<file path="src/rtl/zchng_pkg.sv">
// Package for the zero-crossing-hold noise gate.
// Holds the shared widths, register reset values and indexes, the shape coefficients
// and the gate command and status types. It depends on nothing.
package zchng_pkg;

  localparam int SAMPLE_WIDTH_DEF        = 24;
  localparam int COUNT_LIMIT_DEF         = 6000;
  localparam int LEVEL_FRACTION_BITS_DEF = 16;

  localparam int GATE_BITS   = 16;
  localparam int THR_W       = 23;
  localparam int REL_W       = 16;
  localparam int WET_W       = 17;
  localparam int CFG_DATA_W  = 23;
  localparam int CFG_INDEX_W = 2;
  localparam int COEF_W      = 30;

  localparam logic [THR_W-1:0] THRESHOLD_RESET = 23'd1510;
  localparam logic [REL_W-1:0] RELEASE_RESET   = 16'd419;
  localparam logic [WET_W-1:0] WET_RESET       = 17'd65536;
  localparam logic [WET_W-1:0] MIX_ONE         = 17'd65536;
  localparam logic [GATE_BITS:0] GATE_ONE      = (GATE_BITS + 1)'(1) << GATE_BITS;

  localparam logic [CFG_INDEX_W-1:0] CFG_THRESHOLD = 2'd0;
  localparam logic [CFG_INDEX_W-1:0] CFG_RELEASE   = 2'd1;
  localparam logic [CFG_INDEX_W-1:0] CFG_WET       = 2'd2;

  typedef struct packed {
    logic upd;
    logic ch;
    logic x_pos;
    logic above;
  } gate_cmd_t;

  typedef struct packed {
    logic [GATE_BITS:0] g;
    logic               closed;
  } gate_stat_t;

  // Horner coefficients of 1 - cos(t) in Q30, highest order first.
  function automatic logic [COEF_W-1:0] shape_coef(input logic [2:0] idx);
    logic [COEF_W-1:0] c;
    case (idx)
      3'd0:    c = 30'd296;
      3'd1:    c = 30'd26631;
      3'd2:    c = 30'd1491308;
      3'd3:    c = 30'd44739243;
      3'd4:    c = 30'd536870912;
      default: c = '0;
    endcase
    return c;
  endfunction

endpackage

</file>
<file path="src/rtl/zchng_mul.sv">
// Shared signed multiplier of the noise gate, with a registered product.
// Depends on zchng_pkg for its default operand width.
module zchng_mul import zchng_pkg::*; #(
  parameter int OP_WIDTH = COEF_W + 1
) (
  input  logic                           clk,
  input  logic                           en,
  input  logic signed [OP_WIDTH-1:0]     op_a,
  input  logic signed [OP_WIDTH-1:0]     op_b,
  output logic signed [2*OP_WIDTH-1:0]   prod
);

  always_ff @(posedge clk) begin
    if (en) begin
      prod <= op_a * op_b;
    end
  end

endmodule

</file>
<file path="config.mk">
export PLATFORM = sky130hd
export DESIGN_NAME = zchng_mul
export DESIGN_NICKNAME = d
export VERILOG_FILES = /design/src/rtl/zchng_pkg.sv /design/src/rtl/zchng_mul.sv
export SDC_FILE = /design/constraint.sdc
export NUM_CORES = 2
export LEC_CHECK = 0
export ABC_AREA = 1
export BUFFER_PORTS_ARGS = -buffer_cell sky130_fd_sc_hd__buf_2
export CAP_MARGIN = 20
export CORE_MARGIN = 1.5
export CORE_UTILIZATION = 30
export CTS_BUF_LIST = sky130_fd_sc_hd__clkbuf_16
export CTS_CLUSTER_SIZE = 20
export DETAILED_ROUTE_END_ITERATION = 6
export PLACE_DENSITY_LB_ADDON = 0.25
export SLEW_MARGIN = 20
export SYNTH_ARGS = -nofsm -noshare
export SYNTH_HDL_FRONTEND = slang
export SYNTH_SLANG_ARGS = --single-unit
</file>
<file path="constraint.sdc">
create_clock -name clk -period 8.1 [get_ports clk]
set_clock_uncertainty 0.1 [all_clocks]
set_input_delay 0.81 -clock clk [delete_from_list [all_inputs] [get_ports clk]]
set_output_delay 0.81 -clock clk [all_outputs]
set_load 0.005 [all_outputs]
</file>
==> Yosys cells after proc, flatten, opt, wreduce, memory -nomap -nowiden <==
Cells that the tools add are included.
{ "classes": {"multipliers": 1} }
{ "ops": {"columns": ["operator", "n"], "rows": [
  ["multiplier 31 x 31 -> 62 bit", 1]
]} }
{ "word_totals": {"reg_bits": 62, "inputBits": 64, "output_inout_bits": 62, "elab_cells": 2} }

==> Longest topological paths before layout <==
{ "logic_depth": {"word_depth": 1, "depth_mapped": 34, "ltp_nobuf": 33} }

==> Worst setup path before layout <==
Ideal clock, no wire load.
{ "synth_timing": {"path_kind": "input port to flip-flop", "from": "in op_a[30]", "to": "reg prod[57], data pin", "t_arrival_ps": 7319, "required_ps": 7747, "setup_slack_ps": 428, "stages": 27, "path_cell_list": "clkbuf_1 > nand2_1 > inv_1 > fa_1 > inv_1 > fa_1 > inv_1 > fa_1 > fa_1 > inv_1 > fa_1 > inv_1 > fa_1 > inv_1 > fa_1 > fa_1 > inv_1 > ha_1 > nand2_1 > nor2_1 > inv_1 > nor2_1 > nand2_1 > nor3_1 > nand2_1 > nand4_1 > nand2_1"} }
{ "synth_via": {"elab_chain_cells": 1} }
{ "synth_lines": {"columns": ["element", "line", "rtl"], "rows": [
  ["start, declared", "zchng_mul.sv:8", "input logic signed [OP_WIDTH-1:0] op_a,"],
  ["multiplier 31 x 31 -> 62 bit", "zchng_mul.sv:15", "prod <= op_a * op_b;"],
  ["end signal, assigned", "zchng_mul.sv:15", null],
  ["end, declared", "zchng_mul.sv:10", "output logic signed [2*OP_WIDTH-1:0] prod"]
]} }
Every way passes these cells.
A chain may end at the register's enable or synchronous reset.

==> Worst setup path in the final report <==
{ "layout_timing": {"from": "in op_b[17]", "to": "reg prod[54], data pin"} }
{ "layout_via": {"elab_chain_cells": 1} }
{ "layout_lines": {"columns": ["element", "line", "rtl"], "rows": [
  ["start, declared", "zchng_mul.sv:9", "input logic signed [OP_WIDTH-1:0] op_b,"],
  ["multiplier 31 x 31 -> 62 bit", "zchng_mul.sv:15", null]
]} }
Every way passes these cells.

==> flow_metrics.py <==
metrics = {
    "min_path": {
        "hold_start": "en",
        "hold_depth": 2,
        "min_to": "prod[5]",
        "min_path_type": "input port to flip-flop",
    },
    "placed_design": {
        "dpl.hpwl_um": 103000,
        "portBuffers": 125,
        "placed_area_um2": 42600,
        "pre_cts_ws_ps": -182,
        "gp_congestion": 0.903,
    },
    "grt": {
        "grt_first_pass_wirelength_um": 186000,
        "grt_max_degree": 63,
        "grt_usage_pct": 18.3,
        "grt_pass1_vias": 31900,
        "overflow": 0,
        "antenna_found_initial": 8,
    },
    "synth": {
        "synthesis.nets": 6166,
        "yosysUniqueCellTypes": 30,
        "netlist_area_um2": 38800,
        "synth_ff_type": "edfxtp_1",
        "ys_warn_count": 0,
        "syn_inst": 4902,
        "synth_edf_count": 62,
        "ys_seq_elements": 62,
        "seq_area_frac_synth_pct": 4.79,
        "syn_avg_cell_area_um2": 7.92,
        "async_flop_share_pct": 0,
    },
    "cts": {
        "ctsLongestPathBuffers": 2,
        "cts_buffers": 9,
        "clk_pin_slew_ps": 60,
        "clockRootBuffer": "clkbuf_16",
        "cts_sinks": 62,
        "cts_tree": "built",
        "htreeDepth": 3,
        "cts_hold_buf": 0,
    },
    "die": {
        "core_area_um2": 128000,
        "die_x_um": 363,
        "die-area_um2": 132000,
        "rows": 131,
        "die_h_um": 363,
        "start_util_pct": 30.3,
        "ios": 126,
    },
    "sta": {
        "fin_ws_ps": 405,
        "fmax_mhz": 130,
        "setup_tns_ps": 0,
        "tightest_slew_ps": 972,
        "finalSetupViolations": 0,
        "finalMaxSlewViolations": 0,
        "grt_setup_unrepaired": "no",
        "fin_crit_ps": 7690,
        "slew-limit-headroom_pct": 35.2,
        "holdWs_ps": 1110,
        "period_share_pct": 95.0,
        "hold_violations": 0,
    },
    "routing": {
        "drtIter0Drc": 1962,
        "finalWirelength_um": 115000,
        "wl_per_cell_um": 17.1,
        "drcViolationCount": 0,
        "via_count": 29400,
        "ant_nets": 0,
        "vias_per_cell": 4.34,
        "first_pass_iters": 5,
    },
    "finish": {
        "regMostFlops": "prod",
        "syn2layout_area_growth_pct": 10.6,
        "antenna_cells": 0,
        "multi_input_area_um2": 30000,
        "fillCellCount": 13600,
        "regArea_um2": 1860,
        "largest_reg_flops": 62,
        "top_regs": "prod x62",
        "finalInstanceArea_um2": 42900,
        "drive_gt1_share_pct": 7.38,
        "nets": 6299,
    },
    "worst_setup_path": {
        "critical_path.endpoint_type": "flip-flop",
        "cp-start-kind": "input port",
        "worstPathMaxFanout": 17,
        "critPathKind": "input port to flip-flop",
        "critPathArrivalTime_ps": 7660,
        "startpoint": "op_b[17]",
        "cp.required_ps": 8070,
    },
    "outcome": {
        "outcome": "complete, no violations",
    },
    "flow_run": {
        "drv_cap": 0,
    },
}
[worst max-delay path by stage]
stage | end
final | prod[54]
after global routing | prod[54]
after CTS | prod[54]
after detailed placement | prod[54]
after global placement | prod[54]
after floorplan | prod[57]
[layout by cell type, fill, tap and decap left out, drive strengths merged, types with 2 or more instances in the layout]
cell,count
inv,1676
nand2,1412
fa,1018
buf,306
ha,182
nor2,125
nand3,68
edfxtp,62
a21oi,61
xor2,32
o21ai,20
nand4,15
clkbuf,11
nor3,11
o21bai,9
nand3b,6
xnor2,5
or2,4
a21o,4
clkinvlp,3
nor4,2
o21a,2
clkinv,2
[metrics by stage]
step | cells | util (%)
after floorplan | 4902 | -
after global placement | 6750 | 33.3
after detailed placement | 6750 | 33.3
after CTS | 6765 | 33.5
after global routing | 6768 | 33.5
final | 6768 | 33.5
[layout make-up]
| type | instances | share of cell area [%] |
|---|---|---|
| clock buffers | 9 | 0.524 |
| clock inverters | 6 | 0.146 |
| inverters | 1676 | 14.7 |
| multi-input cells | 2978 | 69.9 |
| flip-flops and latches | 62 | 4.34 |
| well taps | 1729 | 5.04 |
| repair buffers | 308 | 5.42 |
[synth_stat cells, drive strengths merged (11+ instances only)]
library cell / n / share of area (%)
inv: 1676 / 16
a21oi: 61 / 0.79
nand2: 1412 / 14
nand3: 68 / 0.98
nand4: 15 / 0.24
clkbuf: 186 / 1.8
o21ai: 20 / 0.26
fa: 1018 / 52
ha: 182 / 5.9
nor3: 11 / 0.18
xor2: 32 / 0.72
edfxtp: 62 / 4.8
nor2: 125 / 1.3
[metal layers]
layer  global-route usage (%)  up-vias  part of all wire (%)
met4                     2.34        2                   1.4
met3                     1.49       90                   3.8
met5                        0        -                0.0069
li1                         -    13600                     -
met2                     31.8      608                    49
met1                     25.3    15100                    46
[worst max-delay path, cell delays in order]
cell     delay (ps)
buf_2           470
nand2_1         210
fa_1            620
inv_1           110
fa_1            820
fa_1            520
fa_1            560
fa_1            430
fa_1            490
inv_1            50
fa_1            450
fa_1            510
inv_1            40
ha_1            380
nand2_1         140
nor2_2          190
nand2_1         120
nor2_2          250
nand3_2         170
nand3_1         120
nand2_1         140
[repair_timing]
item                                    4_1_cts  5_1_grt
endpoints found under the setup margin        0        2
buffers inserted                              0        3
gates resized for setup                       0        8
[cells by family after synthesis]
family          synth area share, %
xor+xnor                      0.834
flops                          4.79
fa+ha+maj                      58.3
simple gates                   16.7
buf+inv                        18.0
compound gates                 1.34
Power is left out: the tool's default activity adds up to more than one toggle a clock period on the data nets, which glitch-free logic cannot reach.
