[src/rtl/zchng_pkg.sv]
// Package for the zero-crossing-hold noise gate.
// Holds the shared widths, register reset values and indexes, the shape coefficients
// and the gate command and status types. It depends on nothing.
package zchng_pkg;

  localparam int SAMPLE_WIDTH_DEF        = 24;
  localparam int COUNT_LIMIT_DEF         = 6000;
  localparam int LEVEL_FRACTION_BITS_DEF = 16;

  localparam int GATE_BITS   = 16;
  localparam int THR_W       = 23;
  localparam int REL_W       = 16;
  localparam int WET_W       = 17;
  localparam int CFG_DATA_W  = 23;
  localparam int CFG_INDEX_W = 2;
  localparam int COEF_W      = 30;

  localparam logic [THR_W-1:0] THRESHOLD_RESET = 23'd1510;
  localparam logic [REL_W-1:0] RELEASE_RESET   = 16'd419;
  localparam logic [WET_W-1:0] WET_RESET       = 17'd65536;
  localparam logic [WET_W-1:0] MIX_ONE         = 17'd65536;
  localparam logic [GATE_BITS:0] GATE_ONE      = (GATE_BITS + 1)'(1) << GATE_BITS;

  localparam logic [CFG_INDEX_W-1:0] CFG_THRESHOLD = 2'd0;
  localparam logic [CFG_INDEX_W-1:0] CFG_RELEASE   = 2'd1;
  localparam logic [CFG_INDEX_W-1:0] CFG_WET       = 2'd2;

  typedef struct packed {
    logic upd;
    logic ch;
    logic x_pos;
    logic above;
  } gate_cmd_t;

  typedef struct packed {
    logic [GATE_BITS:0] g;
    logic               closed;
  } gate_stat_t;

  // Horner coefficients of 1 - cos(t) in Q30, highest order first.
  function automatic logic [COEF_W-1:0] shape_coef(input logic [2:0] idx);
    logic [COEF_W-1:0] c;
    case (idx)
      3'd0:    c = 30'd296;
      3'd1:    c = 30'd26631;
      3'd2:    c = 30'd1491308;
      3'd3:    c = 30'd44739243;
      3'd4:    c = 30'd536870912;
      default: c = '0;
    endcase
    return c;
  endfunction

endpackage

[src/rtl/zchng_gate_ctl.sv]
// Per-channel crossing counters, polarity flags and gate levels of the noise gate.
// Depends on zchng_pkg for the command and status types.
module zchng_gate_ctl import zchng_pkg::*; #(
  parameter int COUNT_LIMIT         = COUNT_LIMIT_DEF,
  parameter int LEVEL_FRACTION_BITS = LEVEL_FRACTION_BITS_DEF
) (
  input  logic             clk,
  input  logic             rst,
  input  gate_cmd_t        cmd,
  input  logic [REL_W-1:0] release_step,
  output gate_stat_t       stat
);

  localparam int CW   = $clog2(COUNT_LIMIT + 1);
  localparam int LW   = CW + LEVEL_FRACTION_BITS;
  localparam int MW   = (LW > REL_W) ? LW : REL_W;
  localparam int SH_L = (LEVEL_FRACTION_BITS < GATE_BITS) ? GATE_BITS - LEVEL_FRACTION_BITS : 0;
  localparam int SH_R = (LEVEL_FRACTION_BITS > GATE_BITS) ? LEVEL_FRACTION_BITS - GATE_BITS : 0;
  localparam int EW   = LEVEL_FRACTION_BITS + 1 + SH_L;
  localparam logic [CW-1:0] LIMIT     = CW'(COUNT_LIMIT);
  localparam logic [LW-1:0] LEVEL_ONE = LW'(1) << LEVEL_FRACTION_BITS;

  logic [CW-1:0] crossing_count [2];
  logic          was_negative [2];
  logic [LW-1:0] gate_level [2];

  logic [CW-1:0] cnt_cur;
  logic [CW-1:0] cnt_next;
  logic          neg_next;
  logic [LW-1:0] lvl_cur;
  logic [LW-1:0] lvl_next;
  logic [LW-1:0] target;
  logic [MW-1:0] lvl_ext;
  logic [MW-1:0] rel_ext;
  logic [LEVEL_FRACTION_BITS:0] lvl_clamp;
  logic [EW-1:0] g_wide;

  always_comb begin
    cnt_cur = crossing_count[cmd.ch];
    lvl_cur = gate_level[cmd.ch];
    if (cmd.x_pos) begin
      cnt_next = was_negative[cmd.ch] ? '0 : cnt_cur;
      neg_next = 1'b0;
    end else begin
      cnt_next = (cnt_cur >= LIMIT) ? LIMIT : cnt_cur + 1'b1;
      neg_next = 1'b1;
    end
    target  = {cnt_next, {LEVEL_FRACTION_BITS{1'b0}}};
    lvl_ext = MW'(lvl_cur);
    rel_ext = MW'(release_step);
    if (cmd.above) begin
      lvl_next = (lvl_cur < target) ? target : lvl_cur;
    end else begin
      lvl_next = (lvl_ext > rel_ext) ? LW'(lvl_ext - rel_ext) : '0;
    end
    lvl_clamp   = (lvl_cur >= LEVEL_ONE) ? LEVEL_ONE[LEVEL_FRACTION_BITS:0]
                                         : lvl_cur[LEVEL_FRACTION_BITS:0];
    g_wide      = (EW'(lvl_clamp) << SH_L) >> SH_R;
    stat.g      = g_wide[GATE_BITS:0];
    stat.closed = (lvl_cur == '0);
  end

  always_ff @(posedge clk) begin
    if (rst) begin
      for (int i = 0; i < 2; i++) begin
        crossing_count[i] <= '0;
        was_negative[i]   <= 1'b0;
        gate_level[i]     <= '0;
      end
    end else if (cmd.upd) begin
      crossing_count[cmd.ch] <= cnt_next;
      was_negative[cmd.ch]   <= neg_next;
      gate_level[cmd.ch]     <= lvl_next;
    end
  end

endmodule

[config.mk]
export PLATFORM = sky130hd
export DESIGN_NAME = zchng_gate_ctl
export DESIGN_NICKNAME = d
export VERILOG_FILES = /design/src/rtl/zchng_pkg.sv /design/src/rtl/zchng_gate_ctl.sv
export SDC_FILE = /design/constraint.sdc
export NUM_CORES = 1
export LEC_CHECK = 0
export BUFFER_PORTS_ARGS = -buffer_cell sky130_fd_sc_hd__buf_2
export CAP_MARGIN = 20
export CORE_MARGIN = 10
export CORE_UTILIZATION = 56
export CTS_CLUSTER_SIZE = 10
export DETAILED_ROUTE_END_ITERATION = 12
export PLACE_DENSITY = 0.86
export SLEW_MARGIN = 40
export SYNTH_ARGS = -nofsm -noshare
export SYNTH_HDL_FRONTEND = slang
export SYNTH_SLANG_ARGS = --single-unit
export TNS_END_PERCENT = 10
[constraint.sdc]
create_clock -name clk -period 4.6 [get_ports clk]
set_clock_uncertainty 0.05 [all_clocks]
set_input_delay 0.92 -clock clk [delete_from_list [all_inputs] [get_ports clk]]
set_output_delay 0.92 -clock clk [all_outputs]
set_load 0.005 [all_outputs]
Yosys cells after proc, flatten, opt, wreduce, memory -nomap -nowiden
Memories as Yosys holds them, arrays and structs flattened. Index checks and enable logic that the tools add are counted.

Bits in registers: 0. Memory bits (writable): 86. Bits of input ports: 22. Output and inout port bits: 18. Word-level logic and storage cells: 35. Memories: 3.

$add $sub $neg: 2. Magnitude comparators: 4. Muxes and demuxes: 22. Reduce and logical (&&, ||, !) cells: 4.

Memories: gate_level (words 2, width 29, rd ports 1, clocked after memory_dff 0, wr ports 2, line zchng_gate_ctl.sv:25) `logic [LW-1:0] gate_level [2];`; crossing_count (words 2, width 13, rd ports 1, clocked after memory_dff 0, wr ports 2, line zchng_gate_ctl.sv:23) `logic [CW-1:0] crossing_count [2];`; was_negative (words 2, width 1, rd ports 1, clocked after memory_dff 0, wr ports 2, line zchng_gate_ctl.sv:24) `logic was_negative [2];`.

Operators with widths (count): 29-bit 2-to-1 mux (4); 13-bit 2-to-1 mux (4); 29-bit by 17-bit greater-or-equal comparator with 1-bit output, second input constant (1); 29-bit by 16-bit greater-than comparator with 1-bit output (1); 29-bit logical NOT (1); 29-bit < comparator (1); 29-bit OR reduction (1); 29-bit by 16-bit subtractor with 29-bit output (1); 17-bit 2-to-1 mux (1); 13-bit by 1-bit adder with 13-bit output, second input constant (1); 13-bit greater-or-equal comparator, second input constant (1); 1-bit 2-to-1 mux (13); 13-bit OR reduction (1); 1-bit OR reduction (1).

Longest topological paths before layout
Gate-level depths: netlist of run 1. An unclocked memory read counts as a cell.

Depth after elaboration: 8. Mapped depth: 21.

Least setup slack after synthesis of run 1
Ideal clock, no wire load.

Path kind: input -> register. Start point: input port cmd[2] (netlist name). End point: memory gate_level[1][26] (netlist name), data pin. Library setup time: 158 ps. Arrival: 4593 ps. Data required time: 4392 ps. Setup slack: -201 ps. Stages: 20. Buffers on the path: 7. Cell sequence: buf_6 -> buf_6 -> buf_2 -> buf_2 -> buf_2 -> buf_2 -> nand3_1 -> o21ai_0 -> nand4_1 -> a21oi_1 -> nor2_1 -> ha_1 -> a21o_1 -> a21o_1 -> a221oi_1 -> o21a_1 -> clkbuf_1 -> nor2b_1 -> o21ai_0 -> o211ai_1.

RTL lines: start, declared (line zchng_gate_ctl.sv:9) `input gate_cmd_t cmd,`; end, declared (line zchng_gate_ctl.sv:25).

==> impl_metrics.csv, run 1 <==
group,metric,value,unit
outcome,status,"completed",
drt,drtPass1Iterations,6,
final_layout,layout-drive-gt1-share,23.9,%
clocking,cts_buffer_depth,2,
worst_setup_path,cp_max_fo,31,
clocking,cts_buffers,9,
timing,final_max_slew_viol_count,0,
timing,setup_violations,0,
yosys,synth_cell_type_count,58,
hold_path,worstHoldStart,"gate_level[1][27]",
worst_setup_path,path_class,"in2out",
floorplan,die-area,15900,µm²
yosys,seq_area_frac_synth,40.9,%
worst_setup_path,end_kind,"output port",
final_layout,final_cell_mix,"buf_4 (107), edfxtp_1 (86), nor2_1 (71)",
worst_setup_path,start_kind,"input port",
clocking,cts-htree-levels,3,
placement,pre_cts_ws,-0.322,ns
timing,fin_crit,4.45,ns
placement,gp_congestion,0.967,
clocking,worst_skew_pair.late_latency,0.35,ns
final_layout,multi_input_area,3420,µm²
floorplan,die_y,126,µm
grt,grt_max_degree,32,
yosys,netlist_area,6320,µm²
timing,fmax,225,MHz
grt,track_usage,22.7,%
floorplan,die_x,126,µm
hold_path,holdPathStages,2,
worst_setup_path,worst-r2r-cell-count,15,
timing,tns,0,ns
timing,worst_slew_pin_slew,0.749,ns
floorplan,core-area,10900,µm²
placement,place_inst,930,
yosys,synth_edf_count,86,
yosys,syn_avg_cell_area,9.42,µm²
drt,routed_wl,18600,µm
worst_setup_path,rrSetupSlack,0.57,ns
job,drv_cap,0,
clocking,cts_tree,"done",
grt,grt_pass1_vias,5921,
final_layout,nets,854,
worst_setup_path,crit_arrival,3.48,ns
drt,drt_iter0_markers,739,
yosys,synthFlopType,"edfxtp_1",
clocking,clock-sinks,86,
yosys,ys_ff_latch,86,
floorplan,row_count,38,
worst_setup_path,crit_path_max_incr_delay,0.53,ns
worst_setup_path,rr_endpoint,"gate_level[1][22]",
clocking,ctsHoldBuffers,0,
final_layout,nFillCells,804,
hold_path,min_to,"gate_level[1][27]",
placement,dpl-instance-area,7440,µm²
timing,relSlewSlack,50.1,%
clocking,path_clk_slew,0.06,ns
grt,grt_overflow,0,
hold_path,min_path_type,"reg2reg",
timing,finalHoldViolCount,0,
drt,ant_nets,0,
drt,drc,0,
pwr,vdd_ir_drop_max,0.171,mV
drt,vias,6078,
yosys,yosys_warnings,0,
placement,post-dp-hpwl,14000,µm
drt,viasPerCell,6.42,
yosys,synth_cells,671,
grt,grt_antenna_before_repair,1,
drt,avgRoutedWirePerCell,19.6,µm
yosys,ys_async_sr_fraction,0,%
final_layout,seq_area,2580,µm²
clocking,root_buffer,"clkbuf_16",
grt,grt_pass1_wl,29800,µm
final_layout,diodes,0,
worst_setup_path,cp.required,3.63,ns
worst_setup_path,cp_cell_sequence,"clkbuf_4, buf_6, or3b_1, a222oi_1, o2111ai_1, or2_2, nor2_1, buf_2",
final_layout,postLayoutCellArea,7750,µm²
timing,setup_ws,0.151,ns
worst_setup_path,cp_slowest_cell,"a222oi_1",
timing,grt_setup_unrepaired,"no",
pwr,cellLeakagePower,3.37,nW
pwr,power_density,307,nW/µm²
worst_setup_path,r2r_start,"crossing_count[0][5]",
floorplan,io_pins,40,
final_layout,syn2layout_area_growth,22.6,%
final_layout,final_common_cell,"buf_4",
floorplan,initial_utilization,57.8,%
placement,port_buffers,39,
yosys,syn_nets,724,
final_layout,fin_cells,946,
timing,fin_crit_sh,96.7,%
[through the flow]
step / utilization (%) / power, mW / hold WS [ns]
after floorplan: - / 1.40 / 0.592
after global placement: 68.1 / 1.64 / 0.668
after detailed placement: 68.1 / 1.68 / 0.672
after CTS: 70.6 / 2.35 / 0.691
after global routing: 70.8 / 2.47 / 0.753
final: 70.8 / 2.37 / 0.690
[critical path: cells and delay by family]
| family | cells | cell delay (ns) |
|---|---|---|
| and+or+nand+nor | 3 | 1.11 |
| AOI/OAI and AO/OA | 2 | 0.77 |
| buffers and inverters | 3 | 0.65 |
[how the worst max path moves through the flow]
stage	startpoint	end	slack (ns)
after floorplan	cmd[2]	gate_level[0][22]	0.02
after global placement	cmd[2]	gate_level[1][17]	-0.04
after detailed placement	cmd[2]	gate_level[1][9]	-0.32
after CTS	cmd[2]	gate_level[1][19]	0.05
after global routing	cmd[2]	gate_level[0][17]	0.02
final	cmd[2]	stat[1]	0.15
[Yosys cell counts, drive strengths merged, types with 3 or more instances]
master | count | area (µm²)
edfxtp | 86 | 2580
nor2 | 73 | 289
inv | 54 | 203
a21oi | 37 | 185
o22ai | 36 | 225
mux2i | 35 | 350
ha | 30 | 375
nand2 | 27 | 101
nand2b | 24 | 150
nand3 | 24 | 120
o21ai | 24 | 120
o211ai | 20 | 150
buf | 17 | 93.8
o21a | 16 | 120
clkbuf | 15 | 56.3
xnor2 | 15 | 131
nor3 | 14 | 70.1
a21o | 13 | 97.6
nand4 | 13 | 81.3
mux2 | 10 | 113
a211oi | 9 | 67.6
or2 | 7 | 43.8
nor2b | 5 | 31.3
xor2 | 5 | 43.8
and3 | 4 | 25.0
or3b | 4 | 35.0
a221oi | 3 | 26.3
a31oi | 3 | 18.8
and2 | 3 | 18.8
and4 | 3 | 26.3
nand3b | 3 | 22.5
nand4b | 3 | 26.3
nor3b | 3 | 22.5
o2111ai | 3 | 26.3
o32ai | 3 | 26.3
or3 | 3 | 18.8
[per-layer routing]
| metal | vias up | GRT usage (%) | wire, µm |
|---|---|---|---|
| li1 | 2791 | - | - |
| met1 | 2816 | 27.5 | 7110 |
| met2 | 398 | 37.9 | 8790 |
| met3 | 71 | 5.41 | 2040 |
| met4 | 2 | 9.71 | 604 |
| met5 | - | 0 | 18 |
[where the power goes]
part,switching (mW),internal [mW],total (mW)
Sequential,0.0288,0.930,0.959
Combinational,0.411,0.319,0.731
Clock,0.318,0.367,0.685
[layout make-up]
| class | instances | share of cell area, % |
|---|---|---|
| sequential | 86 | 33.3 |
| inverter | 54 | 2.62 |
| clock buffer | 9 | 2.91 |
| timing repair buffer | 151 | 14.1 |
| multi-input combinational | 499 | 44.1 |
| tap | 140 | 2.26 |
| clock inverter | 7 | 0.630 |
[logic make-up (layout without fill, tap and decap cells)]
kind of cell | after synthesis | count (layout) | synth area share (%)
and+or+nand+nor | 216 | 216 | 17.5
AOI/OAI and AO/OA | 187 | 187 | 19.7
DFF | 86 | 86 | 40.9
buffers and inverters | 86 | 221 | 5.58
muxes | 45 | 45 | 7.33
adders and majority gates | 31 | 31 | 6.26
xor gates and xnor gates | 20 | 20 | 2.77
[sequential cells by signal, summed over array words and instances, names as in the netlist]
signal,flops
gate_level,58
crossing_count,26
was_negative,2
[what timing repair did]
action	in CTS	in global routing
setup buffers	0	0
resized for setup	0	8
setup endpoints to repair	0	75
(Power assumes the default switching activity.)
==> run 2: changes to the inputs <==
CELL_PAD_IN_SITES_DETAIL_PLACEMENT = 0   (was not set)
CELL_PAD_IN_SITES_GLOBAL_PLACEMENT = 1   (was not set)
CORE_UTILIZATION = 44   (was 56)
PLACE_DENSITY = 0.81   (was 0.86)
==> impl_metrics.csv, run 2 (synthesized netlist as in run 1, its figures left out) <==
group,metric,value,unit
outcome,status,"completed",
drt,routed_wl,18900,µm
clocking,cts_buffers,9,
floorplan,core-area,14000,µm²
final_layout,nFillCells,1234,
worst_setup_path,cp_max_fo,9,
drt,avgRoutedWirePerCell,18.9,µm
timing,setup_violations,0,
drt,drtPass1Iterations,6,
pwr,power,2.41,mW
placement,place_inst,984,
clocking,worst_skew_pair.late_latency,0.35,ns
grt,grt_pass1_vias,5916,
final_layout,regMostFlops,"gate_level",
grt,grt_antenna_before_repair,0,
timing,relSlewSlack,53.7,%
final_layout,fin_cells,1000,
grt,track_usage,18.9,%
clocking,cts_tree,"done",
timing,final_max_slew_viol_count,0,
clocking,clock-sinks,86,
drt,viasPerCell,5.87,
pwr,power_density,303,nW/µm²
timing,setup_ws,0.142,ns
pwr,vdd_ir_drop_max,0.152,mV
drt,vias,5872,
timing,fmax,224,MHz
grt,grt_pass1_wl,30600,µm
placement,pre_cts_ws,-0.590,ns
clocking,root_buffer,"clkbuf_16",
drt,ant_nets,0,
final_layout,diodes,0,
timing,grt_setup_unrepaired,"yes",
floorplan,die_y,140,µm
final_layout,largest_register_ff_count,58,
placement,post-dp-hpwl,14200,µm
worst_setup_path,rrSetupSlack,0.54,ns
final_layout,nets,868,
worst_setup_path,crit_arrival,4.57,ns
clocking,cts-htree-levels,3,
clocking,cts_buffer_depth,2,
final_layout,layout-drive-gt1-share,25.1,%
worst_setup_path,start_kind,"input port",
grt,grt_max_degree,44,
worst_setup_path,cp.required,4.72,ns
hold_path,min_path_type,"reg2reg",
floorplan,die-area,19600,µm²
floorplan,row_count,43,
placement,port_buffers,39,
final_layout,syn2layout_area_growth,26.1,%
timing,fin_crit_sh,96.9,%
floorplan,initial_utilization,45.2,%
final_layout,final_cell_mix,"buf_4 (116), edfxtp_1 (86), nor2_1 (71)",
final_layout,final_common_cell,"buf_4",
grt,grt_overflow,0,
floorplan,die_x,140,µm
drt,drc,0,
floorplan,io_pins,40,
worst_setup_path,path_class,"in2reg",
final_layout,largestRegisters,"gate_level (58), crossing_count (26), was_negative (2)",
timing,finalHoldViolCount,0,
worst_setup_path,end_kind,"flip-flop",
timing,worst_hold_slack,0.750,ns
clocking,path_clk_slew,0.06,ns
pwr,cellLeakagePower,3.46,nW
timing,worst_slew_pin_slew,0.694,ns
job,drv_cap,0,
timing,tns,0,ns
placement,gp_congestion,0.919,
timing,fin_crit,4.46,ns
drt,drt_iter0_markers,594,
## run 2: cell count changes in the layout (fill, tap and decap cells not counted), moves of 3 or more
| cell | before | now |
|---|---|---|
| or2_2 | 5 | 2 |
| o21ai_1 | 0 | 4 |
| or2_4 | 0 | 3 |
| o21ai_0 | 24 | 20 |
| buf_4 | 107 | 116 |
| buf_12 | 4 | 9 |
| clkinv_4 | 3 | 0 |
| clkinvlp_4 | 0 | 3 |
## run 2: timing repair
item,CTS,global route
gates resized for setup,2,13
setup endpoints to repair,58,74
hold buffers,0,0
buffers inserted,0,0
## run 2: layout make-up
cell class | count | area [µm²] | area share (%)
Timing Repair Buffer | 165 | 1260 | 15.8
Multi-Input combinational cell | 499 | 3430 | 43.0
Clock buffer | 10 | 229 | 2.87
Tap cell | 180 | 225 | 2.83
Clock inverter | 6 | 45.0 | 0.565
Sequential cell | 86 | 2580 | 32.4
Inverter | 54 | 203 | 2.54
## run 2: per-stage QoR
| step | instance area (µm²) | util (%) |
|---|---|---|
| after global placement | 7660 | 54.8 |
| after global routing | 7970 | 57.0 |
| after CTS | 7940 | 56.8 |
| after detailed placement | 7660 | 54.8 |
| after floorplan | 6330 | - |
| final | 7970 | 57.0 |
## run 2: power by group
group | leakage (nW) | switching, mW | internal, mW | total (mW)
sequential | 0.900 | 0.0260 | 0.930 | 0.956
combinational | 2.44 | 0.413 | 0.345 | 0.758
clock | 0.126 | 0.329 | 0.370 | 0.699
total | 3.46 | 0.768 | 1.64 | 2.41
## run 2: worst max-delay path, stage by stage
cell and delay, ns:
buf_2 0.21, buf_4 0.16, mux2_2 0.36, a21o_1 0.23, a21oi_4 0.23, a21oi_1 0.11
o21a_1 0.24, ha_1 0.24, a211oi_1 0.30, o211ai_1 0.22, o311ai_1 0.37, o21a_2 0.28
buf_4 0.16, nor2b_4 0.21, buf_4 0.15, nand2b_1 0.05, o211ai_1 0.11
## run 2: final timing paths
check,depth (start not counted),to,from
setup / recovery,17,gate_level[1][19],cmd[2]
hold / removal,3,gate_level[1][1],gate_level[0][1]
hold reg to reg,3,gate_level[1][1],gate_level[0][1]
setup reg to reg,16,gate_level[1][19],crossing_count[0][5]
## run 2: metal layers
layer	share of wire, %	global-route usage [%]
met5	0	0
met4	1.6	5.11
met3	5.1	2.31
met2	50	32.4
met1	44	24.4
==> run 3: changes to the inputs <==
CORE_UTILIZATION = 35   (was 44)
PLACE_DENSITY = 0.67   (was 0.81)
==> impl_metrics.csv, run 3 (synthesized netlist as in run 1, its figures left out) <==
group,metric,value,unit
outcome,status,"completed",
worst_setup_path,crit_start,"cmd[2]",
worst_setup_path,rr_endpoint,"gate_level[1][12]",
final_layout,largest_register_ff_count,58,
drt,vias,5741,
floorplan,die-area,23800,µm²
timing,setup_ws,0.184,ns
drt,avgRoutedWirePerCell,18.9,µm
pwr,vdd_ir_drop_max,0.177,mV
worst_setup_path,cp_max_fo,18,
clocking,cts-htree-levels,3,
worst_setup_path,r2r_start,"crossing_count[1][6]",
worst_setup_path,cp_cell_sequence,"buf_2, buf_4, buf_4, buf_6, or3b_1, a222oi_1, buf_4, o2111ai_1, or2_4, nor2_1, buf_2",
timing,grt_setup_unrepaired,"no",
placement,gp_congestion,0.886,
drt,drtPass1Iterations,5,
job,drv_cap,0,
pwr,power_density,316,nW/µm²
final_layout,regMostFlops,"gate_level",
pwr,cellLeakagePower,3.48,nW
floorplan,io_pins,40,
floorplan,initial_utilization,35.4,%
placement,post-dp-hpwl,15200,µm
clocking,path_clk_slew,0.06,ns
clocking,cts_buffer_depth,2,
grt,grt_antenna_before_repair,0,
floorplan,row_count,49,
hold_path,min_path_type,"reg2reg",
timing,finalHoldViolCount,0,
timing,fin_crit,4.42,ns
final_layout,final_cell_mix,"buf_4 (119), edfxtp_1 (86), nor2_1 (71)",
worst_setup_path,crit_family,"buffers and inverters",
worst_setup_path,start_kind,"input port",
worst_setup_path,path_buf_inv,6,
final_layout,final_common_cell,"buf_4",
timing,setup_violations,0,
final_layout,nFillCells,1728,
floorplan,core-area,17800,µm²
clocking,worst_skew_pair.late_latency,0.35,ns
clocking,cts.repair.resized,4,
final_layout,diodes,0,
clocking,postCtsSetupRepairBufs,0,
grt,grt_pass1_wl,32200,µm
timing,worst_hold_slack,0.736,ns
worst_setup_path,rrSetupSlack,0.67,ns
worst_setup_path,path_class,"in2out",
worst_setup_path,worst-r2r-cell-count,15,
drt,viasPerCell,5.47,
drt,routed_wl,19800,µm
placement,pre_cts_ws,-0.509,ns
timing,fmax,226,MHz
worst_setup_path,crit_arrival,3.45,ns
worst_setup_path,end_kind,"output port",
timing,final_max_slew_viol_count,0,
final_layout,nets,868,
grt,grt_overflow,0,
placement,port_buffers,39,
clocking,ctsHoldBuffers,0,
timing,worst_slew_pin_slew,0.475,ns
worst_setup_path,cp.required,3.63,ns
worst_setup_path,endpoint,"stat[0]",
clocking,root_buffer,"clkbuf_16",
floorplan,die_y,154,µm
drt,ant_nets,0,
clocking,cts_tree,"done",
drt,drt_iter0_markers,309,
clocking,cts_buffers,9,
clocking,clock-sinks,86,
grt,track_usage,16.6,%
final_layout,largestRegisters,"gate_level (58), crossing_count (26), was_negative (2)",
floorplan,die_x,154,µm
timing,fin_crit_sh,96.0,%
worst_setup_path,cpMostUsedCell,"buf_4",
grt,grt_pass1_vias,5988,
grt,grt_max_degree,35,
worst_setup_path,path_depth,11,
timing,relSlewSlack,68.3,%
final_layout,layout-drive-gt1-share,25.2,%
worst_setup_path,crit_path_max_incr_delay,0.41,ns
worst_setup_path,cp_slowest_cell,"or3b_1",
drt,drc,0,
final_layout,syn2layout_area_growth,27.5,%
-- run 3: cell count changes in the layout (fill, tap and decap cells not counted), sizes merged --
cell / change
bufinv: +3
clkinv: +3
clkinvlp: -3
inv: -2
clkbuf: -1
-- run 3: power by group --
part           internal [mW]  switching, mW  leakage, nW
Sequential             0.930         0.0282        0.900
Clock                  0.528          0.307        0.167
Combinational          0.337          0.415         2.42
Total                   1.79          0.751         3.48
-- run 3: final cells by class --
class,count,area [µm²],area share (%)
Inverter,54,203,2.52
Clock buffer,9,225,2.80
Multi-Input combinational cell,499,3430,42.5
Timing Repair Buffer,165,1220,15.1
Clock inverter,7,113,1.40
Sequential cell,86,2580,32.0
Tap cell,229,287,3.56
-- run 3: per-stage QoR --
step                instances  instance area, µm²  utilization, %  setup TNS [ns]  total power, mW
floorplan                 671                6330               -               0             1.40
global placement         1033                7680            43.1          -21.59             1.70
detailed placement       1033                7680            43.1          -25.11             1.71
CTS                      1049                8030            45.0               0             2.55
global route             1049                8060            45.2               0             2.67
finish                   1049                8060            45.2               0             2.55
-- run 3: worst register-to-register path, delay by kind of cell (launching register included) --
kind,cells,cell delay (ns)
buffers and inverters,3,0.49
AND/OR/NAND/NOR,3,0.57
AO/OA/AOI/OAI,8,1.92
flip-flops,1,0.43
adder cells (fa/ha/maj),1,0.30
-- run 3: routing by layer --
| layer | GRT usage, % | vias to the layer above | part of all wire, % |
|---|---|---|---|
| li1 | - | 2813 | - |
| met3 | 3.33 | 23 | 4.1 |
| met4 | 4.27 | 0 | 1.7 |
| met2 | 29.5 | 142 | 50 |
| met1 | 19.8 | 2763 | 44 |
| met5 | 0 | - | 0 |
-- run 3: worst min path at each step --
stage	from	end	slack [ns]	depth (start not counted)
3_5_place_dp	gate_level[0][1]	gate_level[1][1]	0.73	3
4_1_cts	gate_level[0][1]	gate_level[1][1]	0.74	3
6_report	gate_level[0][1]	gate_level[1][1]	0.74	3
3_3_place_gp	gate_level[0][1]	gate_level[1][1]	0.73	3
5_1_grt	gate_level[0][1]	gate_level[1][1]	0.77	3
2_1_floorplan	gate_level[0][1]	gate_level[1][1]	0.59	2
